$ cat src/hw/rtl/fqmm_pkg.sv
// shared types and constants for the fifo queue with min/max scan
`default_nettype none

package fqmm_pkg;

  localparam int unsigned DATA_W = 32;

  // the four item actions
  typedef enum logic [1:0] {
    ACT_ENQ    = 2'd0,
    ACT_DEQ    = 2'd1,
    ACT_DISP   = 2'd2,
    ACT_MINMAX = 2'd3
  } action_e;

  // result status codes
  typedef enum logic [1:0] {
    ST_OK    = 2'd0,
    ST_EMPTY = 2'd1,
    ST_FULL  = 2'd2
  } status_e;

  // sequencer states
  typedef enum logic [2:0] {
    S_IDLE,
    S_RESP,
    S_DEQ,
    S_DISP,
    S_MM,
    S_MM_OUT
  } state_e;

  typedef logic signed [DATA_W-1:0] data_t;

  localparam data_t DATA_MAX = {1'b0, {(DATA_W-1){1'b1}}};
  localparam data_t DATA_MIN = {1'b1, {(DATA_W-1){1'b0}}};

endpackage

`default_nettype wire

$ cat src/hw/rtl/fqmm_in_if.sv
// input channel: one action beat with its value
`default_nettype none

interface fqmm_in_if;
  import fqmm_pkg::*;

  logic    valid;
  logic    ready;
  action_e action;
  data_t   value;

  modport source (output valid, output action, output value, input ready);
  modport sink   (input valid, input action, input value, output ready);
endinterface

`default_nettype wire

$ cat src/hw/rtl/fqmm_out_if.sv
// output channel: one result beat
`default_nettype none

interface fqmm_out_if;
  import fqmm_pkg::*;

  logic    valid;
  logic    ready;
  status_e status;
  data_t   item_value;
  data_t   min_value;
  data_t   max_value;
  logic    last;

  modport source (output valid, output status, output item_value, output min_value,
                  output max_value, output last, input ready);
  modport sink   (input valid, input status, input item_value, input min_value,
                  input max_value, input last, output ready);
endinterface

`default_nettype wire

$ cat src/hw/rtl/fifo_queue_min_max_scan.sv
// top level: bounded fifo of signed values with display and min/max scan
// enqueue, dequeue and every empty/full report give one result beat, which S_RESP or
//   S_DEQ loads into the output register once that register is free
// display of n values: the head is read on accept, then one beat a cycle while
//   the output register is free; min/max: one value a cycle, then one result beat
// the input waits while an item is in the sequencer; the output register holds a beat
// reset clears head, tail, occupancy and the sequencer; the ram is not cleared
`default_nettype none

module fifo_queue_min_max_scan #(
  parameter int unsigned DEPTH = 32
) (
  input  wire logic  clk_i,
  input  wire logic  rst_ni,
  fqmm_in_if.sink    in_i,
  fqmm_out_if.source out_o
);
  import fqmm_pkg::*;

  localparam int unsigned AW = $clog2(DEPTH);
  localparam int unsigned OW = $clog2(DEPTH + 1);

  // ring index advance, wraps at DEPTH which need not be a power of two
  function automatic logic [AW-1:0] next_slot(input logic [AW-1:0] idx);
    return (idx == AW'(DEPTH - 1)) ? '0 : idx + AW'(1);
  endfunction

  // sequencer and queue pointers
  state_e        state_q, state_d;
  logic [AW-1:0] head_q, head_d;
  logic [AW-1:0] tail_q, tail_d;
  logic [OW-1:0] occ_q, occ_d;

  // scan walker: next slot to read and values still to handle
  logic [AW-1:0] scan_idx_q, scan_idx_d;
  logic [OW-1:0] scan_cnt_q, scan_cnt_d;

  // running extremes of the shared compare unit
  data_t mn_q, mn_d;
  data_t mx_q, mx_d;

  // status of a single pending result
  status_e res_status_q, res_status_d;

  // output register
  logic    out_valid_q, out_valid_d;
  status_e out_status_q;
  data_t   out_item_q, out_min_q, out_max_q;
  logic    out_last_q;

  // load request into the output register
  logic    load_out;
  status_e ld_status;
  data_t   ld_item, ld_min, ld_max;
  logic    ld_last;

  // ram ports
  logic          ram_we, ram_re;
  logic [AW-1:0] ram_raddr;
  logic [DATA_W-1:0] ram_rdata;
  data_t         rd_value;

  logic in_fire, out_free, full, empty;

  assign in_fire  = in_i.valid && in_i.ready;
  assign out_free = !out_valid_q || out_o.ready;
  assign full     = (occ_q == OW'(DEPTH));
  assign empty    = (occ_q == '0);
  assign rd_value = $signed(ram_rdata);

  // one item at a time: the input opens only when the sequencer is idle
  assign in_i.ready = (state_q == S_IDLE);

  fqmm_ram #(
    .WIDTH (DATA_W),
    .DEPTH (DEPTH)
  ) u_ram (
    .clk_i   (clk_i),
    .we_i    (ram_we),
    .waddr_i (tail_q),
    .wdata_i (in_i.value),
    .re_i    (ram_re),
    .raddr_i (ram_raddr),
    .rdata_o (ram_rdata)
  );

  always_ff @(posedge clk_i or negedge rst_ni) begin
    if (!rst_ni) begin
      state_q     <= S_IDLE;
      head_q      <= '0;
      tail_q      <= '0;
      occ_q       <= '0;
      scan_cnt_q  <= '0;
      out_valid_q <= 1'b0;
    end else begin
      state_q     <= state_d;
      head_q      <= head_d;
      tail_q      <= tail_d;
      occ_q       <= occ_d;
      scan_cnt_q  <= scan_cnt_d;
      out_valid_q <= out_valid_d;
    end
  end

  // datapath registers, no reset needed
  always_ff @(posedge clk_i) begin
    scan_idx_q   <= scan_idx_d;
    mn_q         <= mn_d;
    mx_q         <= mx_d;
    res_status_q <= res_status_d;
    if (load_out) begin
      out_status_q <= ld_status;
      out_item_q   <= ld_item;
      out_min_q    <= ld_min;
      out_max_q    <= ld_max;
      out_last_q   <= ld_last;
    end
  end

  always_comb begin
    state_d      = state_q;
    head_d       = head_q;
    tail_d       = tail_q;
    occ_d        = occ_q;
    scan_idx_d   = scan_idx_q;
    scan_cnt_d   = scan_cnt_q;
    mn_d         = mn_q;
    mx_d         = mx_q;
    res_status_d = res_status_q;
    ram_we       = 1'b0;
    ram_re       = 1'b0;
    ram_raddr    = head_q;
    load_out     = 1'b0;
    ld_status    = ST_OK;
    ld_item      = '0;
    ld_min       = '0;
    ld_max       = '0;
    ld_last      = 1'b1;

    unique case (state_q)
      S_IDLE: begin
        if (in_fire) begin
          if (in_i.action == ACT_ENQ) begin
            // store at the tail, or drop and report full
            if (full) begin
              res_status_d = ST_FULL;
            end else begin
              ram_we       = 1'b1;
              tail_d       = next_slot(tail_q);
              occ_d        = occ_q + OW'(1);
              res_status_d = ST_OK;
            end
            state_d = S_RESP;
          end else if (empty) begin
            res_status_d = ST_EMPTY;
            state_d      = S_RESP;
          end else begin
            // every other action starts by reading the oldest entry
            ram_re     = 1'b1;
            ram_raddr  = head_q;
            scan_idx_d = next_slot(head_q);
            scan_cnt_d = occ_q;
            mn_d       = DATA_MAX;
            mx_d       = DATA_MIN;
            priority if (in_i.action == ACT_DEQ) begin
              head_d  = next_slot(head_q);
              occ_d   = occ_q - OW'(1);
              state_d = S_DEQ;
            end else if (in_i.action == ACT_DISP) begin
              state_d = S_DISP;
            end else begin
              state_d = S_MM;
            end
          end
        end
      end

      S_RESP: begin
        if (out_free) begin
          load_out  = 1'b1;
          ld_status = res_status_q;
          state_d   = S_IDLE;
        end
      end

      S_DEQ: begin
        if (out_free) begin
          load_out = 1'b1;
          ld_item  = rd_value;
          state_d  = S_IDLE;
        end
      end

      S_DISP: begin
        // one beat per held value; the next read goes out as this beat loads
        if (out_free) begin
          load_out   = 1'b1;
          ld_item    = rd_value;
          ld_last    = (scan_cnt_q == OW'(1));
          scan_cnt_d = scan_cnt_q - OW'(1);
          if (scan_cnt_q == OW'(1)) begin
            state_d = S_IDLE;
          end else begin
            ram_re     = 1'b1;
            ram_raddr  = scan_idx_q;
            scan_idx_d = next_slot(scan_idx_q);
          end
        end
      end

      S_MM: begin
        // shared signed compare pair, one value per cycle
        if (rd_value < mn_q) begin
          mn_d = rd_value;
        end
        if (rd_value > mx_q) begin
          mx_d = rd_value;
        end
        scan_cnt_d = scan_cnt_q - OW'(1);
        if (scan_cnt_q == OW'(1)) begin
          state_d = S_MM_OUT;
        end else begin
          ram_re     = 1'b1;
          ram_raddr  = scan_idx_q;
          scan_idx_d = next_slot(scan_idx_q);
        end
      end

      S_MM_OUT: begin
        if (out_free) begin
          load_out = 1'b1;
          ld_min   = mn_q;
          ld_max   = mx_q;
          state_d  = S_IDLE;
        end
      end

      default: begin
        state_d = S_IDLE;
      end
    endcase
  end

  // output register: a new beat replaces the one being taken
  always_comb begin
    if (load_out) begin
      out_valid_d = 1'b1;
    end else if (out_o.ready) begin
      out_valid_d = 1'b0;
    end else begin
      out_valid_d = out_valid_q;
    end
  end

  assign out_o.valid      = out_valid_q;
  assign out_o.status     = out_status_q;
  assign out_o.item_value = out_item_q;
  assign out_o.min_value  = out_min_q;
  assign out_o.max_value  = out_max_q;
  assign out_o.last       = out_last_q;

  // occupancy never passes the ring size
  a_occ_bound: assert property (@(posedge clk_i) disable iff (!rst_ni)
    occ_q <= OW'(DEPTH))
    else $error("occupancy above depth");

  // an empty or full ring has head and tail on the same slot
  a_ptr_meet: assert property (@(posedge clk_i) disable iff (!rst_ni)
    (empty || full) |-> (head_q == tail_q))
    else $error("head and tail disagree with occupancy");

  // the ram is only written when a slot is free
  a_no_overwrite: assert property (@(posedge clk_i) disable iff (!rst_ni)
    ram_we |-> !full)
    else $error("write into a full ring");

  // occupancy moves only on an accepted item
  a_occ_hold: assert property (@(posedge clk_i) disable iff (!rst_ni)
    !in_fire |=> (occ_q == $past(occ_q)))
    else $error("occupancy changed without an item");

  // a scan in progress always has values left to handle
  a_scan_cnt: assert property (@(posedge clk_i) disable iff (!rst_ni)
    ((state_q == S_DISP) || (state_q == S_MM)) |-> (scan_cnt_q != '0))
    else $error("scan running with nothing left");

endmodule

`default_nettype wire

$ cat src/hw/rtl/fqmm_ram.sv
// generic single-write, single-read ram with registered read data
`default_nettype none

module fqmm_ram #(
  parameter int unsigned WIDTH = 32,
  parameter int unsigned DEPTH = 32
) (
  input  wire logic                     clk_i,
  input  wire logic                     we_i,
  input  wire logic [$clog2(DEPTH)-1:0] waddr_i,
  input  wire logic [WIDTH-1:0]         wdata_i,
  input  wire logic                     re_i,
  input  wire logic [$clog2(DEPTH)-1:0] raddr_i,
  output logic      [WIDTH-1:0]         rdata_o
);

  logic [WIDTH-1:0] mem_q [DEPTH];

  always_ff @(posedge clk_i) begin
    if (we_i) begin
      mem_q[waddr_i] <= wdata_i;
    end
  end

  // read data holds until the next read
  always_ff @(posedge clk_i) begin
    if (re_i) begin
      rdata_o <= mem_q[raddr_i];
    end
  end

endmodule

`default_nettype wire

$ cat src/flat_wrapper.sv
// flat-port wrapper written by rule: the top's interface ports become plain ports
module fifo_queue_min_max_scan_flat import fqmm_pkg::*;
#(
  parameter int unsigned DEPTH = 32
)
  (clk_i, rst_ni, in_i_valid, in_i_action, in_i_value, in_i_ready, out_o_valid, out_o_status, out_o_item_value, out_o_min_value, out_o_max_value, out_o_last, out_o_ready);
  fqmm_in_if in_i_i ();
  fqmm_out_if out_o_i ();
  input  wire logic clk_i;
  input  wire logic rst_ni;
  input wire logic [$bits(in_i_i.valid)-1:0] in_i_valid;
  input wire logic [$bits(in_i_i.action)-1:0] in_i_action;
  input wire logic [$bits(in_i_i.value)-1:0] in_i_value;
  output wire logic [$bits(in_i_i.ready)-1:0] in_i_ready;
  output wire logic [$bits(out_o_i.valid)-1:0] out_o_valid;
  output wire logic [$bits(out_o_i.status)-1:0] out_o_status;
  output wire logic [$bits(out_o_i.item_value)-1:0] out_o_item_value;
  output wire logic [$bits(out_o_i.min_value)-1:0] out_o_min_value;
  output wire logic [$bits(out_o_i.max_value)-1:0] out_o_max_value;
  output wire logic [$bits(out_o_i.last)-1:0] out_o_last;
  input wire logic [$bits(out_o_i.ready)-1:0] out_o_ready;
  assign in_i_i.valid = in_i_valid;
  assign in_i_i.action = in_i_action;
  assign in_i_i.value = in_i_value;
  assign in_i_ready = in_i_i.ready;
  assign out_o_valid = out_o_i.valid;
  assign out_o_status = out_o_i.status;
  assign out_o_item_value = out_o_i.item_value;
  assign out_o_min_value = out_o_i.min_value;
  assign out_o_max_value = out_o_i.max_value;
  assign out_o_last = out_o_i.last;
  assign out_o_i.ready = out_o_ready;
  fifo_queue_min_max_scan #(.DEPTH(DEPTH)) u_core (.clk_i(clk_i), .rst_ni(rst_ni), .in_i(in_i_i), .out_o(out_o_i));
endmodule
$ cat config.mk
export PLATFORM = sky130hd
export DESIGN_NAME = fifo_queue_min_max_scan_flat
export DESIGN_NICKNAME = d
export VERILOG_FILES = /design/src/hw/rtl/fqmm_pkg.sv /design/src/hw/rtl/fqmm_in_if.sv /design/src/hw/rtl/fqmm_out_if.sv /design/src/hw/rtl/fifo_queue_min_max_scan.sv /design/src/hw/rtl/fqmm_ram.sv /design/src/flat_wrapper.sv
export SDC_FILE = /design/constraint.sdc
export NUM_CORES = 1
export LEC_CHECK = 0
export BUFFER_PORTS_ARGS = -buffer_cell sky130_fd_sc_hd__buf_4
export CAP_MARGIN = 20
export CORE_MARGIN = 1.5
export CORE_UTILIZATION = 67
export CTS_CLUSTER_SIZE = 24
export DETAILED_ROUTE_END_ITERATION = 8
export PLACE_DENSITY = 0.9
export SLEW_MARGIN = 20
export SYNTH_ARGS = -nofsm -noshare
export SYNTH_HDL_FRONTEND = slang
export SYNTH_HIERARCHICAL = 1
export SYNTH_SLANG_ARGS = --single-unit
$ cat constraint.sdc
create_clock -name clk_i -period 14.25 [get_ports clk_i]
set_input_delay 4.275 -clock clk_i [delete_from_list [all_inputs] [get_ports clk_i]]
set_output_delay 4.275 -clock clk_i [all_outputs]
set_load 0.02 [all_outputs]
==> metrics.md <==
| Metric | Value |
|---|---|
| Post-detailed-placement half-perimeter wirelength | `64700 µm` |
| Post-synthesis instance total | `3077` |
| GR met1 Demand/Resource | `43.0%` |
| Number of design rule violations left after detail routing | `0` |
| Flip-flop and latch count after synthesis | `1252` |
| Total placed instance area | `52700 µm²` |
| End of the worst register-to-register path | `u_core/u_ram/rdata_o[24]$_DFFE_PP_` |
| Sequential-to-total area share from yosys stat | `74.0%` |
| Number of synthesis warnings | `6` |
| Hold Path Class | `reg -> reg` |
| Pin count of the biggest net entering global routing | `161` |
| Final worst path period need | `9210 ps` |
| Maximum buffer depth of the clock tree | `3` |
| Critical Path Most Common Cell | `sky130_fd_sc_hd__buf_4` |
| Crit path capture | `u_core/u_ram/rdata_o[24]$_DFFE_PP_` |
| EDFF count, synth | `1226` |
| Leakage power of the design | `0.0200 µW` |
| Initial core utilization | `67.9%` |
| Standard cell with the maximum stage delay on the critical path | `sky130_fd_sc_hd__buf_12` |
| Total of fill cells in the finished design | `3845` |
| Vias post-DR | `29800` |
| Worst-path clk slew | `70 ps` |
| Hold buffer count at CTS | `0` |
| Final Max Slew Viols | `0` |
| Delay of the slowest critical-path stage | `770 ps` |
| Average vias per placed instance | `6.96` |
| Netlist cell types | `63` |
| Final #Nets | `3333` |
| Setup repair after global routing missed its margin | `false` |
| Number of I/O pins | `139` |
| Initial DRC count | `4435` |
| Util after Layout | `76.0%` |
| Register-to-Register Setup Slack | `8310 ps` |
| Wirelength, routed | `132000 µm` |
| FF-to-FF Start | `u_core/state_q[2]$_DFFE_PN0P_` |
| Fraction of power spent switching nets | `34.1%` |
| Placed cell count | `4070` |
| Largest delay contributor family on the critical path | `buffers and inverters` |
| Number of placement rows | `100` |
| Clk_lat worst skew | `710 ps` |
| Critical path depth | `17` |
| Overall die width | `278 µm` |
| XOR/XNOR share of the synthesized area | `0.156%` |
| Relative contribution of the clock network to total power | `27.3%` |
| Worst path arrival time | `9630 ps` |
| H-tree levels | `3` |
| Max Clock Freq | `109 MHz` |
| Fraction of post-synthesis cell area in the top cell type by area | `72.7%` |
| Grt met2 use | `54.8%` |
| Library cell with the highest instance count after synthesis | `sky130_fd_sc_hd__edfxtp_1` |
| IO buf count | `138` |
| GRT overflow | `0` |
| GRT met3 Usage | `7.34%` |
| Switch Pwr | `4020 µW` |
| Most crowded layer after global routing | `met2` |
| Sum of internal, switching and leakage power | `11800 µW` |
| Gr usage total | `34.1%` |
| Critical path type | `in -> reg` |
| Peak ir drop on the vdd network | `0.239 mV` |
| Outcome | `completed` |
| Core region area | `74600 µm²` |
| Proportion of power drawn by flip-flops and latches | `40.3%` |
| Clock buffer count from CTS | `114` |
| CTS resizes | `0` |
| Die area | `77200 µm²` |
| Global-route wire length before repair | `191000 µm` |
| Number of nets produced by synthesis | `3193` |
| Share of synthesized cell area in full adder, half adder and majority cells | `1.94%` |
| Critical path data required time | `14680 ps` |
| Slew HR | `12.6%` |
| Mux contribution to synthesized area | `10.3%` |
| Pin slew with the least headroom to its limit | `1310 ps` |
| Compound-cell area share of the yosys netlist | `5.33%` |
| Setup TNS | `0 ps` |
| Share of the cycle needed by the critical path after routing | `64.6%` |
| Die extent in y | `278 µm` |
| Summed instance area of the synthesized netlist | `50600 µm²` |
| Int Power | `7750 µW` |
| Cell count of the worst reg-to-reg path | `14` |
| Share of async-settable or async-resettable flops after synthesis | `2.08%` |
| 1st-pass router iterations | `7` |
| Synth Flop Type | `sky130_fd_sc_hd__edfxtp_1` |
| Final Setup Violations | `0` |
| Growth of design area from synthesis to finish | `11.9%` |
| Critical Path Source Type | `primary input` |
| Weighted congestion reported at the end of routability-driven placement | `0.897` |
| Cell type contributing the most total cell area after synthesis | `sky130_fd_sc_hd__edfxtp_1` |
| Critical path buffers and inverters | `6` |
| TritonCTS clock tree | `built` |
| Sinks on the clock net | `1252` |
| Summed area of non-filler cells in the final layout | `56700 µm²` |
| Dominant cells by area after synthesis | `sky130_fd_sc_hd__edfxtp_1 (73%), sky130_fd_sc_hd__mux2i_1 (10%), sky130_fd_sc_hd__ha_1 (1.9%), sky130_fd_sc_hd__a22oi_1 (1.5%), sky130_fd_sc_hd__a21oi_1 (1.3%)` |
| Proportion of layout cells with a drive suffix above 1 | `13.2%` |
| Biggest fanout along the worst timing path | `145` |
| Setup Skew | `51.2 ps` |
| Final Non-Filler Cells | `4289` |
| Largest family of logic cells by synthesized area | `multiplexers` |
| Most frequent cells after synthesis | `sky130_fd_sc_hd__edfxtp_1 (1226), sky130_fd_sc_hd__mux2i_1 (513), sky130_fd_sc_hd__nand2_1 (143)` |
| Endpoints failing hold | `0` |
| Number of antenna violations at the first check in global routing | `6` |
| Synthesized-area fraction occupied by and/or/nand/nor cells | `5.79%` |
| Critical path cell sequence | `buf_4 -> nand2b_1 -> buf_4 -> nand2_2 -> buf_4 -> nor3_1 -> o21ai_1 -> nand2_1 -> o21ai_4 -> buf_4 -> buf_4 -> buf_12 -> mux2i_1 -> a22o_1 -> nor3_1 -> a31oi_1 -> nand3_1` |
| Worst setup path start | `out_o_ready` |
| Number of global-route vias before repair | `30200` |
| WHS Path Cells | `2` |
| Critical path endpoint category | `register` |
| Ratio of total power to cell area | `208 nW/µm²` |
| Mean area per synthesized cell | `16.5 µm²` |
| Combinational share of power | `32.4%` |
| Max-Cap Viols | `0` |
| Routed length per placed instance | `30.8 µm` |
| Setup Fix Bufs, Post-CTS | `0` |
| CTS root buf | `sky130_fd_sc_hd__clkbuf_16` |
| Antenna-violating nets left | `0` |
## area by class of cell
| type | count | area [µm²] | area share [%] |
|---|---|---|---|
| clock inverter | 79 | 988 | 1.74 |
| tap | 969 | 1210 | 2.14 |
| clock buffer | 134 | 2950 | 5.20 |
| timing repair buffer | 197 | 1520 | 2.68 |
| inverter | 76 | 285 | 0.503 |
| sequential | 1252 | 37500 | 66.1 |
| multi-input combinational | 1576 | 12200 | 21.6 |
| antenna | 6 | 15.0 | 0.0265 |
## registers in the layout, summed over array words and instances, names as in the netlist
register                 flops
u_core/out_o.item_value     32
u_core/u_ram/mem_q        1024
u_core/out_o.valid           1
u_core/out_o.min_value      32
u_core/mx_q                 32
u_core/u_ram/rdata_o        32
u_core/scan_cnt_q            6
u_core/head_q                5
u_core/scan_idx_q            5
u_core/state_q               3
u_core/out_o.max_value      32
u_core/out_o.last            1
u_core/out_o.status          2
u_core/mn_q                 32
u_core/tail_q                5
u_core/occ_q                 6
u_core/res_status_q          2
## power groups by stage
stage / sequential [µW] / combinational [µW] / clock (µW)
3_5_place_dp: 4800 / 3630 / 0
4_1_cts: 4730 / 3710 / 3220
5_1_grt: 4760 / 3990 / 3370
6_report: 4740 / 3810 / 3220
2_1_floorplan: 4840 / 2610 / 0
3_3_place_gp: 4780 / 3440 / 0
## routing by layer
metal / routed length [µm] / part of all wire (%) / vias to the layer above
li1: - / - / 12300
met5: 17 / 0.013 / -
met4: 8300 / 6.3 / 2
met3: 16900 / 13 / 565
met2: 63000 / 48 / 2399
met1: 44000 / 33 / 14600
## kinds of logic after synthesis
family / count (synthesis)
DFF: 1252
and+or+nand+nor: 572
muxes: 522
AOI/OAI and AO/OA: 395
buffers and inverters: 249
adders and majority gates: 78
xor gates and xnor gates: 9
## worst register-to-register path: stages (launching register included)
cell and delay, ps:
sky130_fd_sc_hd__dfrtp_1 390, sky130_fd_sc_hd__inv_2 710, sky130_fd_sc_hd__nor3_2 110, sky130_fd_sc_hd__buf_4 310
sky130_fd_sc_hd__o21ai_1 710, sky130_fd_sc_hd__nand2_1 210, sky130_fd_sc_hd__o21ai_4 90, sky130_fd_sc_hd__buf_4 420
sky130_fd_sc_hd__buf_4 710, sky130_fd_sc_hd__buf_12 830, sky130_fd_sc_hd__mux2i_1 510, sky130_fd_sc_hd__a22o_1 190
sky130_fd_sc_hd__nor3_1 70, sky130_fd_sc_hd__a31oi_1 230, sky130_fd_sc_hd__nand3_1 170
## per-stage QoR
step           worst slack [ps]  hold slack (ps)
6_report                   5040              551
5_1_grt                    4810              580
4_1_cts                    4920              542
3_5_place_dp               4260              526
3_3_place_gp               4530              497
2_1_floorplan              5220              471
## cell usage in the layout (no fill, tap or decap), types with 7 or more instances in the layout
cell type / synthesis / final
sky130_fd_sc_hd__mux2_2: 9 / 9
sky130_fd_sc_hd__clkinvlp_4: 0 / 8
sky130_fd_sc_hd__nand2_1: 143 / 142
sky130_fd_sc_hd__nand3b_1: 7 / 7
sky130_fd_sc_hd__a31oi_1: 33 / 33
sky130_fd_sc_hd__and3_1: 67 / 67
sky130_fd_sc_hd__nor2_4: 0 / 34
sky130_fd_sc_hd__nor4_1: 65 / 65
sky130_fd_sc_hd__buf_4: 34 / 194
sky130_fd_sc_hd__nand3_1: 110 / 110
sky130_fd_sc_hd__nand4_1: 15 / 15
sky130_fd_sc_hd__a21o_1: 15 / 15
sky130_fd_sc_hd__a21oi_1: 135 / 134
sky130_fd_sc_hd__nand2b_1: 37 / 35
sky130_fd_sc_hd__ha_1: 77 / 77
sky130_fd_sc_hd__nor2_1: 54 / 19
sky130_fd_sc_hd__a22o_1: 64 / 64
sky130_fd_sc_hd__clkinv_2: 0 / 18
sky130_fd_sc_hd__edfxtp_1: 1226 / 1226
sky130_fd_sc_hd__bufinv_16: 0 / 20
sky130_fd_sc_hd__inv_1: 76 / 75
sky130_fd_sc_hd__dfrtp_1: 26 / 25
sky130_fd_sc_hd__clkbuf_1: 77 / 19
sky130_fd_sc_hd__a22oi_1: 98 / 98
sky130_fd_sc_hd__clkinv_1: 0 / 22
sky130_fd_sc_hd__mux2i_1: 513 / 513
sky130_fd_sc_hd__clkbuf_16: 0 / 115
sky130_fd_sc_hd__o21ai_0: 26 / 24
sky130_fd_sc_hd__nor3_1: 46 / 44
## how the worst min path moves through the flow
stage | startpoint | endpoint | slack [ps]
3_5_place_dp | u_core/scan_cnt_q[4]$_DFFE_PN0P_ | u_core/scan_cnt_q[4]$_DFFE_PN0P_ | 530
2_1_floorplan | u_core/scan_cnt_q[4]$_DFFE_PN0P_ | u_core/scan_cnt_q[4]$_DFFE_PN0P_ | 470
6_report | u_core/scan_cnt_q[4]$_DFFE_PN0P_ | u_core/scan_cnt_q[4]$_DFFE_PN0P_ | 550
5_1_grt | u_core/scan_cnt_q[4]$_DFFE_PN0P_ | u_core/scan_cnt_q[4]$_DFFE_PN0P_ | 580
3_3_place_gp | u_core/scan_cnt_q[4]$_DFFE_PN0P_ | u_core/scan_cnt_q[4]$_DFFE_PN0P_ | 500
4_1_cts | u_core/scan_cnt_q[4]$_DFFE_PN0P_ | u_core/scan_cnt_q[4]$_DFFE_PN0P_ | 540
Note: power is estimated with default switching activity, not from simulation.
